<file path="src/hdl/ssp_pkg.sv">
// Shared constants and codes of the skid-steer PWM ramp controller.
package ssp_pkg;

  localparam int unsigned MOTORS      = 4;
  localparam int unsigned PPR_DEFAULT = 90;
  localparam int unsigned RPM_SCALE   = 60000;
  localparam int unsigned PWM_W       = 12;
  localparam int unsigned DRIVE_W     = 13;
  localparam int unsigned SPEED_W     = 16;
  localparam int unsigned VEL_W       = 16;
  localparam int unsigned ELAPSED_W   = 16;
  localparam int unsigned PULSE_W     = 32;
  localparam int unsigned CFG_IDX_W   = 3;
  localparam int unsigned CFG_DATA_W  = 16;
  localparam int unsigned ERR_W       = 13;
  localparam int unsigned DIV_W       = 48;
  localparam int unsigned RPM_STEPS   = 16;
  localparam int unsigned RAMP_STEPS  = 8;

  // Configuration register indexes.
  typedef enum logic [CFG_IDX_W-1:0] {
    CFG_HALF_TRACK = 3'd0,
    CFG_VEL_GAIN   = 3'd1,
    CFG_PWM_MAX    = 3'd2,
    CFG_RAMP_STEP  = 3'd3,
    CFG_TIMEOUT    = 3'd4
  } cfg_idx_e;

endpackage

</file>
<file path="src/hdl/ssp_if.sv">
// Channel interfaces: configuration writes, input items and result items.
interface ssp_cfg_if;
  logic        valid;
  logic        ready;
  logic [2:0]  index;
  logic [15:0] data;
  modport source (output valid, index, data, input ready);
  modport sink (input valid, index, data, output ready);
endinterface

interface ssp_in_if;
  logic               valid;
  logic               ready;
  logic               cmd;
  logic signed [15:0] linear_vel;
  logic signed [15:0] angular_vel;
  logic [15:0]        elapsed_ms;
  logic signed [31:0] pulses_fl;
  logic signed [31:0] pulses_fr;
  logic signed [31:0] pulses_rl;
  logic signed [31:0] pulses_rr;
  modport source (output valid, cmd, linear_vel, angular_vel, elapsed_ms,
                  pulses_fl, pulses_fr, pulses_rl, pulses_rr, input ready);
  modport sink (input valid, cmd, linear_vel, angular_vel, elapsed_ms,
                pulses_fl, pulses_fr, pulses_rl, pulses_rr, output ready);
endinterface

interface ssp_out_if;
  logic               valid;
  logic               ready;
  logic signed [12:0] drive_fl;
  logic signed [12:0] drive_fr;
  logic signed [12:0] drive_rl;
  logic signed [12:0] drive_rr;
  logic signed [15:0] speed_fl;
  logic signed [15:0] speed_fr;
  logic signed [15:0] speed_rl;
  logic signed [15:0] speed_rr;
  modport source (output valid, drive_fl, drive_fr, drive_rl, drive_rr,
                  speed_fl, speed_fr, speed_rl, speed_rr, input ready);
  modport sink (input valid, drive_fl, drive_fr, drive_rl, drive_rr,
                speed_fl, speed_fr, speed_rl, speed_rr, output ready);
endinterface

</file>
<file path="src/hdl/skid_steer_pwm_ramp_controller.sv">
// Top level of the four-motor skid-steer PWM ramp controller.
// Channels: cfg_i takes register writes (always ready), in_i takes items,
// out_o delivers one result per control tick and none per velocity command.
// A velocity command mixes linear and angular velocity into left and right
// PWM targets, one side after the other, and gives no result.
// A control tick measures RPM per motor, ramps the PWMs and emits a result
// after these steps: an error scan, then per motor a load, the RPM divide
// (skipped for zero elapsed time), the RPM step, the ramp divide (skipped
// when all errors are zero) and the update, then a finish. All divisions run
// one quotient bit per cycle on a single shared restoring divider.
// in_i.ready is high only while the sequencer is idle, one item at a time.
// The result sits in an output register; the next item is taken while it
// waits. If out_o stalls when a tick finishes, the sequencer holds there.
// Reset loads the default registers, zeroes PWMs, targets, encoder history
// and the command timer, and sets all directions to forward.
module skid_steer_pwm_ramp_controller #(
  parameter int unsigned PULSES_PER_REV = ssp_pkg::PPR_DEFAULT
) (
  input  logic      clk_i,
  input  logic      rst_ni,
  ssp_cfg_if.sink   cfg_i,
  ssp_in_if.sink    in_i,
  ssp_out_if.source out_o
);
  import ssp_pkg::*;

  localparam int unsigned PPR_W = $clog2(PULSES_PER_REV + 1);
  localparam int unsigned DEN_W = ELAPSED_W + PPR_W;
  localparam int unsigned MI_W  = $clog2(MOTORS);

  typedef enum logic [8:0] {
    ST_IDLE = 9'b000000001,
    ST_TURN = 9'b000000010,
    ST_MIX  = 9'b000000100,
    ST_ERR  = 9'b000001000,
    ST_LOAD = 9'b000010000,
    ST_DIV  = 9'b000100000,
    ST_RPM  = 9'b001000000,
    ST_SDIV = 9'b010000000,
    ST_PWM  = 9'b100000000
  } state_e;

  state_e state_q, state_d;

  // Configuration registers.
  logic [15:0] half_track_q, vel_gain_q, timeout_q;
  logic [11:0] pwm_max_q;
  logic [7:0]  ramp_step_q;

  // Motor state.
  logic [PWM_W-1:0]   present_q [MOTORS];
  logic [PWM_W-1:0]   goal_q    [MOTORS];
  logic [MOTORS-1:0]  dir_q, gdir_q;
  logic [PULSE_W-1:0] prior_q   [MOTORS];
  logic [31:0]        since_q;

  // Latched item and working registers.
  logic signed [VEL_W-1:0] v_q, w_q;
  logic [ELAPSED_W-1:0]    elapsed_q;
  logic [PULSE_W-1:0]      pulses_q [MOTORS];
  logic signed [32:0]      turn_q;
  logic                    side_q;
  logic [ERR_W-1:0]        err_q [MOTORS];
  logic [ERR_W-1:0]        maxerr_q;
  logic [DEN_W-1:0]        den_q;
  logic [MI_W-1:0]         mi_q;
  logic [DIV_W-1:0]        rem_q, dsh_q;
  logic [RPM_STEPS-1:0]    quo_q;
  logic [3:0]              cnt_q;
  logic                    neg_q;
  logic [SPEED_W-1:0]      speed_q [MOTORS];
  logic                    done_q;

  // Output register.
  logic                      out_valid_q;
  logic [DRIVE_W-1:0]        out_drive_q [MOTORS];
  logic [SPEED_W-1:0]        out_speed_q [MOTORS];

  logic in_xfer, out_free;
  assign in_i.ready  = (state_q == ST_IDLE) && !done_q;
  assign cfg_i.ready = 1'b1;
  assign in_xfer     = in_i.valid && in_i.ready;
  assign out_free    = !out_valid_q || out_o.ready;

  // Wheel mix and target for the side in work.
  logic signed [33:0] mix;
  logic signed [50:0] prod;
  logic [50:0]        pabs;
  logic [22:0]        mag;
  logic [PWM_W-1:0]   target;
  always_comb begin
    mix = {{6{v_q[15]}}, v_q, 12'b0} + (side_q ? {turn_q[32], turn_q}
                                              : -{turn_q[32], turn_q});
    prod   = mix * $signed({1'b0, vel_gain_q});
    pabs   = prod[50] ? 51'(-prod) : prod;
    mag    = pabs[50:28];
    target = (mag > {11'b0, pwm_max_q}) ? pwm_max_q : mag[PWM_W-1:0];
  end

  // Ramp error per motor from the state before the tick.
  logic [ERR_W-1:0] err_c [MOTORS];
  logic [ERR_W-1:0] max01, max23, maxerr_c;
  always_comb begin
    for (int i = 0; i < MOTORS; i++) begin
      if (dir_q[i] == gdir_q[i]) begin
        err_c[i] = (goal_q[i] > present_q[i]) ? ERR_W'(goal_q[i] - present_q[i])
                                              : ERR_W'(present_q[i] - goal_q[i]);
      end else begin
        err_c[i] = ERR_W'(goal_q[i]) + ERR_W'(present_q[i]);
      end
    end
    max01    = (err_c[0] > err_c[1]) ? err_c[0] : err_c[1];
    max23    = (err_c[2] > err_c[3]) ? err_c[2] : err_c[3];
    maxerr_c = (max01 > max23) ? max01 : max23;
  end

  // Encoder difference scaled to counts times ms per minute.
  logic signed [31:0] diff;
  logic signed [48:0] num;
  logic [48:0]        num_abs;
  always_comb begin
    diff    = $signed(pulses_q[mi_q] - prior_q[mi_q]);
    num     = diff * $signed(17'(RPM_SCALE));
    num_abs = num[48] ? 49'(-num) : num;
  end

  // Shared restoring divider step.
  logic                 div_ge;
  logic [DIV_W-1:0]     rem_n;
  always_comb begin
    div_ge = rem_q >= dsh_q;
    rem_n  = div_ge ? rem_q - dsh_q : rem_q;
  end

  // RPM from the quotient, saturated to 16 bits.
  logic [SPEED_W-1:0] rpm_c;
  logic               rpm_zero;
  always_comb begin
    rpm_zero = (quo_q == '0);
    if (quo_q[RPM_STEPS-1]) begin
      rpm_c = neg_q ? 16'h8000 : 16'h7FFF;
    end else begin
      rpm_c = neg_q ? 16'(-{1'b0, quo_q[14:0]}) : {1'b0, quo_q[14:0]};
    end
  end

  // PWM ramp for the motor in work.
  logic [7:0]       step;
  logic [PWM_W-1:0] pres, goal, pwm_n;
  logic [PWM_W:0]   sum;
  always_comb begin
    step  = quo_q[7:0];
    pres  = present_q[mi_q];
    goal  = goal_q[mi_q];
    sum   = {1'b0, pres} + {5'b0, step};
    pwm_n = pres;
    if (dir_q[mi_q] != gdir_q[mi_q]) begin
      pwm_n = (pres > {4'b0, step}) ? pres - {4'b0, step} : '0;
    end else if (pres < goal) begin
      pwm_n = (sum > {1'b0, goal}) ? goal : sum[PWM_W-1:0];
    end else if (pres > goal) begin
      pwm_n = ((pres - goal) > {4'b0, step}) ? pres - {4'b0, step} : goal;
    end
  end

  // Command timer, saturating.
  logic [32:0] since_sum;
  logic [31:0] since_n;
  always_comb begin
    since_sum = {1'b0, since_q} + {17'b0, elapsed_q};
    since_n   = since_sum[32] ? '1 : since_sum[31:0];
  end

  // Sequencer next state.
  always_comb begin
    state_d = state_q;
    unique case (state_q)
      ST_IDLE: if (in_xfer) state_d = in_i.cmd ? ST_ERR : ST_TURN;
      ST_TURN: state_d = ST_MIX;
      ST_MIX:  if (side_q) state_d = ST_IDLE;
      ST_ERR:  state_d = ST_LOAD;
      ST_LOAD: state_d = (elapsed_q == '0) ? ST_RPM : ST_DIV;
      ST_DIV:  if (cnt_q == '0) state_d = ST_RPM;
      ST_RPM:  state_d = (maxerr_q == '0) ? ST_PWM : ST_SDIV;
      ST_SDIV: if (cnt_q == '0) state_d = ST_PWM;
      ST_PWM:  state_d = (mi_q == MI_W'(MOTORS - 1)) ? ST_IDLE : ST_LOAD;
      default: state_d = ST_IDLE;
    endcase
  end

  // Control state, configuration and motor state.
  always_ff @(posedge clk_i or negedge rst_ni) begin
    if (!rst_ni) begin
      state_q      <= ST_IDLE;
      half_track_q <= 16'd2048;
      vel_gain_q   <= 16'd65280;
      pwm_max_q    <= 12'd255;
      ramp_step_q  <= 8'd3;
      timeout_q    <= 16'd5000;
      dir_q        <= '1;
      gdir_q       <= '1;
      since_q      <= '0;
      done_q       <= 1'b0;
      out_valid_q  <= 1'b0;
      for (int i = 0; i < MOTORS; i++) begin
        present_q[i] <= '0;
        goal_q[i]    <= '0;
        prior_q[i]   <= '0;
      end
    end else begin
      state_q <= state_d;
      if (cfg_i.valid) begin
        unique case (cfg_i.index)
          CFG_HALF_TRACK: half_track_q <= cfg_i.data;
          CFG_VEL_GAIN:   vel_gain_q   <= cfg_i.data;
          CFG_PWM_MAX:    pwm_max_q    <= cfg_i.data[11:0];
          CFG_RAMP_STEP:  ramp_step_q  <= cfg_i.data[7:0];
          CFG_TIMEOUT:    timeout_q    <= cfg_i.data;
          default: ;
        endcase
      end
      if (out_o.ready && !(done_q && out_free)) out_valid_q <= 1'b0;
      if (state_q == ST_MIX) begin
        for (int i = 0; i < MOTORS; i++) begin
          if ((i % 2) == int'(side_q)) begin
            goal_q[i] <= target;
            gdir_q[i] <= !prod[50];
          end
        end
        if (side_q) since_q <= '0;
      end
      if ((state_q == ST_LOAD) && (elapsed_q != '0)) prior_q[mi_q] <= pulses_q[mi_q];
      if ((state_q == ST_RPM) && (dir_q[mi_q] != gdir_q[mi_q]) && rpm_zero) begin
        dir_q[mi_q] <= gdir_q[mi_q];
      end
      if (state_q == ST_PWM) begin
        present_q[mi_q] <= pwm_n;
        if (mi_q == MI_W'(MOTORS - 1)) done_q <= 1'b1;
      end
      // Finish the tick: timer, timeout and the result register.
      if (done_q && out_free) begin
        done_q      <= 1'b0;
        out_valid_q <= 1'b1;
        since_q     <= since_n;
        if (since_n > {16'b0, timeout_q}) begin
          gdir_q <= '1;
          for (int i = 0; i < MOTORS; i++) goal_q[i] <= '0;
        end
      end
    end
  end

  // Working registers of the sequencer and the divider.
  always_ff @(posedge clk_i) begin
    if (in_xfer) begin
      v_q         <= in_i.linear_vel;
      w_q         <= in_i.angular_vel;
      elapsed_q   <= in_i.elapsed_ms;
      pulses_q[0] <= in_i.pulses_fl;
      pulses_q[1] <= in_i.pulses_fr;
      pulses_q[2] <= in_i.pulses_rl;
      pulses_q[3] <= in_i.pulses_rr;
      side_q      <= 1'b0;
      mi_q        <= '0;
    end
    unique case (state_q)
      ST_TURN: turn_q <= w_q * $signed({1'b0, half_track_q});
      ST_MIX:  side_q <= 1'b1;
      ST_ERR: begin
        for (int i = 0; i < MOTORS; i++) err_q[i] <= err_c[i];
        maxerr_q <= maxerr_c;
        den_q    <= elapsed_q * PPR_W'(PULSES_PER_REV);
      end
      ST_LOAD: begin
        quo_q <= '0;
        neg_q <= num[48];
        rem_q <= num_abs[DIV_W-1:0];
        dsh_q <= DIV_W'(den_q) << (RPM_STEPS - 1);
        cnt_q <= 4'(RPM_STEPS - 1);
      end
      ST_DIV, ST_SDIV: begin
        rem_q <= rem_n;
        dsh_q <= dsh_q >> 1;
        quo_q <= {quo_q[RPM_STEPS-2:0], div_ge};
        cnt_q <= cnt_q - 4'd1;
      end
      ST_RPM: begin
        speed_q[mi_q] <= rpm_c;
        quo_q <= '0;
        rem_q <= DIV_W'(ramp_step_q * err_q[mi_q]);
        dsh_q <= DIV_W'(maxerr_q) << (RAMP_STEPS - 1);
        cnt_q <= 4'(RAMP_STEPS - 1);
      end
      ST_PWM:  mi_q <= mi_q + MI_W'(1);
      default: ;
    endcase
    if (done_q && out_free) begin
      for (int i = 0; i < MOTORS; i++) begin
        out_drive_q[i] <= dir_q[i] ? {1'b0, present_q[i]} : DRIVE_W'(-{1'b0, present_q[i]});
        out_speed_q[i] <= speed_q[i];
      end
    end
  end

  assign out_o.valid    = out_valid_q;
  assign out_o.drive_fl = out_drive_q[0];
  assign out_o.drive_fr = out_drive_q[1];
  assign out_o.drive_rl = out_drive_q[2];
  assign out_o.drive_rr = out_drive_q[3];
  assign out_o.speed_fl = out_speed_q[0];
  assign out_o.speed_fr = out_speed_q[1];
  assign out_o.speed_rl = out_speed_q[2];
  assign out_o.speed_rr = out_speed_q[3];

endmodule

</file>
<file path="src/flat_wrapper.sv">
// flat-port wrapper written by rule: the top's interface ports become plain ports
module skid_steer_pwm_ramp_controller_flat import ssp_pkg::*;
#(
  parameter int unsigned PULSES_PER_REV = ssp_pkg::PPR_DEFAULT
)
  (clk_i, rst_ni, cfg_i_valid, cfg_i_index, cfg_i_data, cfg_i_ready, in_i_valid, in_i_cmd, in_i_linear_vel, in_i_angular_vel, in_i_elapsed_ms, in_i_pulses_fl, in_i_pulses_fr, in_i_pulses_rl, in_i_pulses_rr, in_i_ready, out_o_valid, out_o_drive_fl, out_o_drive_fr, out_o_drive_rl, out_o_drive_rr, out_o_speed_fl, out_o_speed_fr, out_o_speed_rl, out_o_speed_rr, out_o_ready);
  ssp_cfg_if cfg_i_i ();
  ssp_in_if in_i_i ();
  ssp_out_if out_o_i ();
  input  logic clk_i;
  input  logic rst_ni;
  input wire logic [$bits(cfg_i_i.valid)-1:0] cfg_i_valid;
  input wire logic [$bits(cfg_i_i.index)-1:0] cfg_i_index;
  input wire logic [$bits(cfg_i_i.data)-1:0] cfg_i_data;
  output wire logic [$bits(cfg_i_i.ready)-1:0] cfg_i_ready;
  input wire logic [$bits(in_i_i.valid)-1:0] in_i_valid;
  input wire logic [$bits(in_i_i.cmd)-1:0] in_i_cmd;
  input wire logic [$bits(in_i_i.linear_vel)-1:0] in_i_linear_vel;
  input wire logic [$bits(in_i_i.angular_vel)-1:0] in_i_angular_vel;
  input wire logic [$bits(in_i_i.elapsed_ms)-1:0] in_i_elapsed_ms;
  input wire logic [$bits(in_i_i.pulses_fl)-1:0] in_i_pulses_fl;
  input wire logic [$bits(in_i_i.pulses_fr)-1:0] in_i_pulses_fr;
  input wire logic [$bits(in_i_i.pulses_rl)-1:0] in_i_pulses_rl;
  input wire logic [$bits(in_i_i.pulses_rr)-1:0] in_i_pulses_rr;
  output wire logic [$bits(in_i_i.ready)-1:0] in_i_ready;
  output wire logic [$bits(out_o_i.valid)-1:0] out_o_valid;
  output wire logic [$bits(out_o_i.drive_fl)-1:0] out_o_drive_fl;
  output wire logic [$bits(out_o_i.drive_fr)-1:0] out_o_drive_fr;
  output wire logic [$bits(out_o_i.drive_rl)-1:0] out_o_drive_rl;
  output wire logic [$bits(out_o_i.drive_rr)-1:0] out_o_drive_rr;
  output wire logic [$bits(out_o_i.speed_fl)-1:0] out_o_speed_fl;
  output wire logic [$bits(out_o_i.speed_fr)-1:0] out_o_speed_fr;
  output wire logic [$bits(out_o_i.speed_rl)-1:0] out_o_speed_rl;
  output wire logic [$bits(out_o_i.speed_rr)-1:0] out_o_speed_rr;
  input wire logic [$bits(out_o_i.ready)-1:0] out_o_ready;
  assign cfg_i_i.valid = cfg_i_valid;
  assign cfg_i_i.index = cfg_i_index;
  assign cfg_i_i.data = cfg_i_data;
  assign cfg_i_ready = cfg_i_i.ready;
  assign in_i_i.valid = in_i_valid;
  assign in_i_i.cmd = in_i_cmd;
  assign in_i_i.linear_vel = in_i_linear_vel;
  assign in_i_i.angular_vel = in_i_angular_vel;
  assign in_i_i.elapsed_ms = in_i_elapsed_ms;
  assign in_i_i.pulses_fl = in_i_pulses_fl;
  assign in_i_i.pulses_fr = in_i_pulses_fr;
  assign in_i_i.pulses_rl = in_i_pulses_rl;
  assign in_i_i.pulses_rr = in_i_pulses_rr;
  assign in_i_ready = in_i_i.ready;
  assign out_o_valid = out_o_i.valid;
  assign out_o_drive_fl = out_o_i.drive_fl;
  assign out_o_drive_fr = out_o_i.drive_fr;
  assign out_o_drive_rl = out_o_i.drive_rl;
  assign out_o_drive_rr = out_o_i.drive_rr;
  assign out_o_speed_fl = out_o_i.speed_fl;
  assign out_o_speed_fr = out_o_i.speed_fr;
  assign out_o_speed_rl = out_o_i.speed_rl;
  assign out_o_speed_rr = out_o_i.speed_rr;
  assign out_o_i.ready = out_o_ready;
  skid_steer_pwm_ramp_controller #(.PULSES_PER_REV(PULSES_PER_REV)) u_core (.clk_i(clk_i), .rst_ni(rst_ni), .cfg_i(cfg_i_i), .in_i(in_i_i), .out_o(out_o_i));
endmodule
</file>
<file path="config.mk">
export PLATFORM = sky130hd
export DESIGN_NAME = skid_steer_pwm_ramp_controller_flat
export DESIGN_NICKNAME = d
export VERILOG_FILES = /design/src/hdl/ssp_pkg.sv /design/src/hdl/ssp_if.sv /design/src/hdl/skid_steer_pwm_ramp_controller.sv /design/src/flat_wrapper.sv
export SDC_FILE = /design/constraint.sdc
export NUM_CORES = 2
export LEC_CHECK = 0
export BUFFER_PORTS_ARGS = -buffer_cell sky130_fd_sc_hd__buf_4
export CAP_MARGIN = 20
export CORE_AREA = 2 2 597 450
export CTS_CLUSTER_DIAMETER = 30
export DETAILED_ROUTE_END_ITERATION = 16
export DIE_AREA = 0 0 599 452
export PLACE_DENSITY = 0.58
export SETUP_SLACK_MARGIN = 0.15
export SLEW_MARGIN = 20
export SYNTH_ARGS = -nofsm -noshare
export SYNTH_HDL_FRONTEND = slang
export SYNTH_SLANG_ARGS = --single-unit
</file>
<file path="constraint.sdc">
create_clock -name clk_i -period 40.2 [get_ports clk_i]
set_input_delay 2.01 -clock clk_i [delete_from_list [all_inputs] [get_ports clk_i]]
set_output_delay 2.01 -clock clk_i [all_outputs]
set_load 0.01 [all_outputs]
</file>
==> results.txt <==
----------------------------------------------------
[Run]
  Max_cap viols ... 0

[Logic synthesis]
  Unique masters post-synth ... between 90 and 100
  Synthesized area ... 95,000 um2
  Count of warnings emitted by yosys ... 0
  Most instantiated flip-flop cell in the synthesis netlist ... sky130_fd_sc_hd__edfxtp_1
  Cell type contributing the most total cell area after synthesis ... sky130_fd_sc_hd__fa_1
  Mapped Nets ... 11,600
  Count of state elements after synthesis ... 931
  Most frequent cell after synthesis ... sky130_fd_sc_hd__inv_1
  Number of instances in the synthesized netlist ... roughly 9,600
  Seq/Total Area, Yosys ... 0.276
  Mean instance size in the synthesized netlist ... about 10 um2
  Post-synth top area share ... 0.204
  Number of enable flip-flop cells after synthesis ... 585
  List of most frequent post-synthesis cells ... 1,644 x sky130_fd_sc_hd__inv_1, 968 x sky130_fd_sc_hd__fa_1, 861 x sky130_fd_sc_hd__ha_1, 842 x sky130_fd_sc_hd__nand2_1, 585 x sky130_fd_sc_hd__edfxtp_1
  Synth async-reset ratio ... 0.368
  Leading post-synthesis cells by cell area ... sky130_fd_sc_hd__fa_1 20%, sky130_fd_sc_hd__edfxtp_1 18%, sky130_fd_sc_hd__ha_1 11%, sky130_fd_sc_hd__dfrtp_1 8.2%, sky130_fd_sc_hd__inv_1 6.5%

[Worst setup path]
  Library cell contributing the largest single delay on the critical path ... sky130_fd_sc_hd__o311ai_0
  Crit path top cell by count ... sky130_fd_sc_hd__a21oi_1
  Data required time at the worst endpoint ... 40.89 ns
  Arrival time reported for the critical path endpoint ... 17.60 ns
  R2r setup slk ... around 23 ns
  Worst Setup End Kind ... flop
  Sort of element at the start of the critical path ... flop
  Critical setup path kind ... flop to flop
  Delay-heaviest family, CP ... compound AO/OA/AOI/OAI gates
  Worst-path maximum fanout ... 24
  Crit-path max cell delay ... 0.72 ns
  Crit path buf inv count ... 5

[Floorplanning]
  DIE HEIGHT ... 452 um
  Standard cell core area ... 265,000 um2
  Die Footprint ... 271,000 um2
  Ports placed on the boundary ... 320
  Horizontal die dimension ... 599 um
  Site row count ... 164
  Initial Util ... 0.358

[Clock tree]
  Num Clock Sinks ... 931
  H-tree Lvls ... 4
  Buffers from clock root to sink, at most ... 4
  Post-CTS setup-driven buffer insertion count ... 0
  Root buffer cell ... sky130_fd_sc_hd__clkbuf_16
  Clock tree from TritonCTS ... built
  Number of buffers added by the clock tree synthesis step ... 211
  Number of gates resized after CTS ... 0
  Clk pin slew, worst setup/hold paths ... 0.06 ns
  Clock latency on the worst-skew pair ... 0.90 ns
  Number of hold-repair buffers added at the cts stage ... 0

[Routing]
  Post-detailed-route via-to-cell ratio ... 5.28
  Routed length on met1 ... ~130,000 um
  Remaining routing DRC violations ... 0
  Number of antenna-violating nets in the routed design ... 0
  Met3 routed WL ... about 26,000 um
  Routed via count ... 71,700
  Total Routed Length ... 285,000 um
  First-iteration detailed-routing DRC count ... 5,970
  Uppermost layer routed ... met5
  Routed wire length per instance ... 21.0 um
  Pre-Repair DR Iteration Count ... 6
  Total length of routed met2 wires ... 119,000 um

[Placement]
  Routability congestion estimate from global placement ... 0.920
  HPWL after DPL ... 223,000 um
  Number of buffers inserted by port buffering ... 318

[Timing]
  Total of endpoints with negative setup slack in the final report ... 0
  Slew at the pin closest to its max-slew limit ... 1.13 ns
  Final Hold Vio Count ... 0
  Final cycle utilization of the critical path ... 0.421
  Unrepaired setup endpoints after global routing ... no
  Headroom to the max-slew limit ... 0.242
  Final min period ... 16.90 ns
  Worst clock skew ... ~0.12 ns
  Top achievable clock speed ... around 0.059 GHz
  Max-slew violation total from the final report ... 0
  Sum of negative setup slack ... 0 ns

[GRT]
  Maximum number of pins on one net before global-route repair ... 135
  Wire length of the first global-routing pass ... 443,000 um
  Global-route usage over all layers ... 0.211
  Overflow after GRT ... 0
  Antenna violations before repair ... 12
  Via count of the first global-routing pass ... about 74,000

[Worst hold path]
  Class of the tightest hold or removal check ... flop to flop

[Run status]
  Run status ... finished clean

[Finish]
  P&R area growth vs syn ... 14.2%
  Fraction of layout cells with a size suffix above 1 ... 0.120
  Final net count ... ~12,000

----------------------------------------------------
state kept, by name, indices dropped and copies added, names as in the netlist, 22 cells and up, named ones only:
register            cells
u_core.prior_q        128
u_core.speed_q         64
u_core.turn_q          33
u_core.out_speed_q     64
u_core.goal_q          48
u_core.pulses_q       128
u_core.since_q         32
u_core.den_q           22
u_core.out_drive_q     52
u_core.present_q       48
u_core.err_q           52
u_core.rem_q           48
u_core.dsh_q           38
final cells by class:
type	count	area [um2]
diodes	4	10.0
clock buffers	247	5590
clock inverters	137	1450
fillers	25700	157000
inverters	1646	6190
multi-input cells	6635	61400
flip-flops and latches	931	26300
well taps	3569	4470
repair buffers	416	3140
logic make-up (layout without fill, tap and decap cells):
kind of cell / Yosys count / in the layout / synth area share
other: 2 / 6 / 0.0000790
AOI/OAI and AO/OA: 1585 / 1585 / 0.108
DFF: 931 / 931 / 0.276
buffers and inverters: 2011 / 2446 / 0.0799
and+or+nand+nor: 2429 / 2429 / 0.125
adders and majority gates: 1833 / 1833 / 0.318
xor gates and xnor gates: 422 / 422 / 0.0389
muxes: 364 / 364 / 0.0545
worst paths after layout:
| check | startpoint | end | depth (start not counted) |
|---|---|---|---|
| worst max-delay path | u_core.turn_q[0] | u_core.goal_q[37] | 62 |
| worst min-delay path | u_core.speed_q[1][6] | u_core.out_speed_q[1][6] | 0 |
| worst max register to register | u_core.turn_q[0] | u_core.goal_q[37] | 62 |
| worst min register to register | u_core.speed_q[1][6] | u_core.out_speed_q[1][6] | 0 |
| max in group asynchronous | rst_ni | u_core.goal_q[7] | 3 |
| min in group asynchronous | rst_ni | u_core.prior_q[91] | 1 |
worst register-to-register path: cells and delay by family, from the launching register on:
family | cells | cell delay, ns
AOI/OAI and AO/OA | 25 | 5.42
and+or+nand+nor | 18 | 4.48
adders and majority gates | 9 | 4.07
xor gates and xnor gates | 5 | 1.49
DFF | 1 | 0.66
buffers and inverters | 5 | 0.61
through the flow:
stage / std cells / setup slack (ns) / area [um2] / hold slack (ns) / utilization
6_report: 13600 / 23.30 / 108000 / 0.413 / 0.409
3_3_place_gp: 13200 / 23.83 / 101000 / 0.403 / 0.382
2_1_floorplan: 9577 / 26.15 / 95000 / 0.400 / -
4_1_cts: 13600 / 23.50 / 108000 / 0.417 / 0.409
5_1_grt: 13600 / 21.87 / 108000 / 0.421 / 0.409
3_5_place_dp: 13200 / 23.63 / 101000 / 0.405 / 0.382
placed cells by master (no fill, tap or decap), drive strengths merged, types with 84 or more instances in the layout:
| master | n |
|---|---|
| a21o | 169 |
| a21oi | 455 |
| a31oi | 84 |
| and2 | 411 |
| buf | 415 |
| clkbuf | 248 |
| dfrtp | 310 |
| edfxtp | 585 |
| fa | 968 |
| ha | 861 |
| inv | 1673 |
| mux2 | 200 |
| mux4 | 103 |
| nand2 | 842 |
| nand3 | 129 |
| nor2 | 436 |
| nor3 | 135 |
| o21ai | 309 |
| xnor2 | 286 |
| xor2 | 136 |
routing by layer:
metal  track usage  vias up
met5             0        -
met3        0.0521      368
met2         0.307     2508
met1         0.313    36200
met4        0.0503        8
li1              -    32600
Power is not shown: default switching activity piles up to over one toggle a cycle in this logic, so the estimate is an artifact.
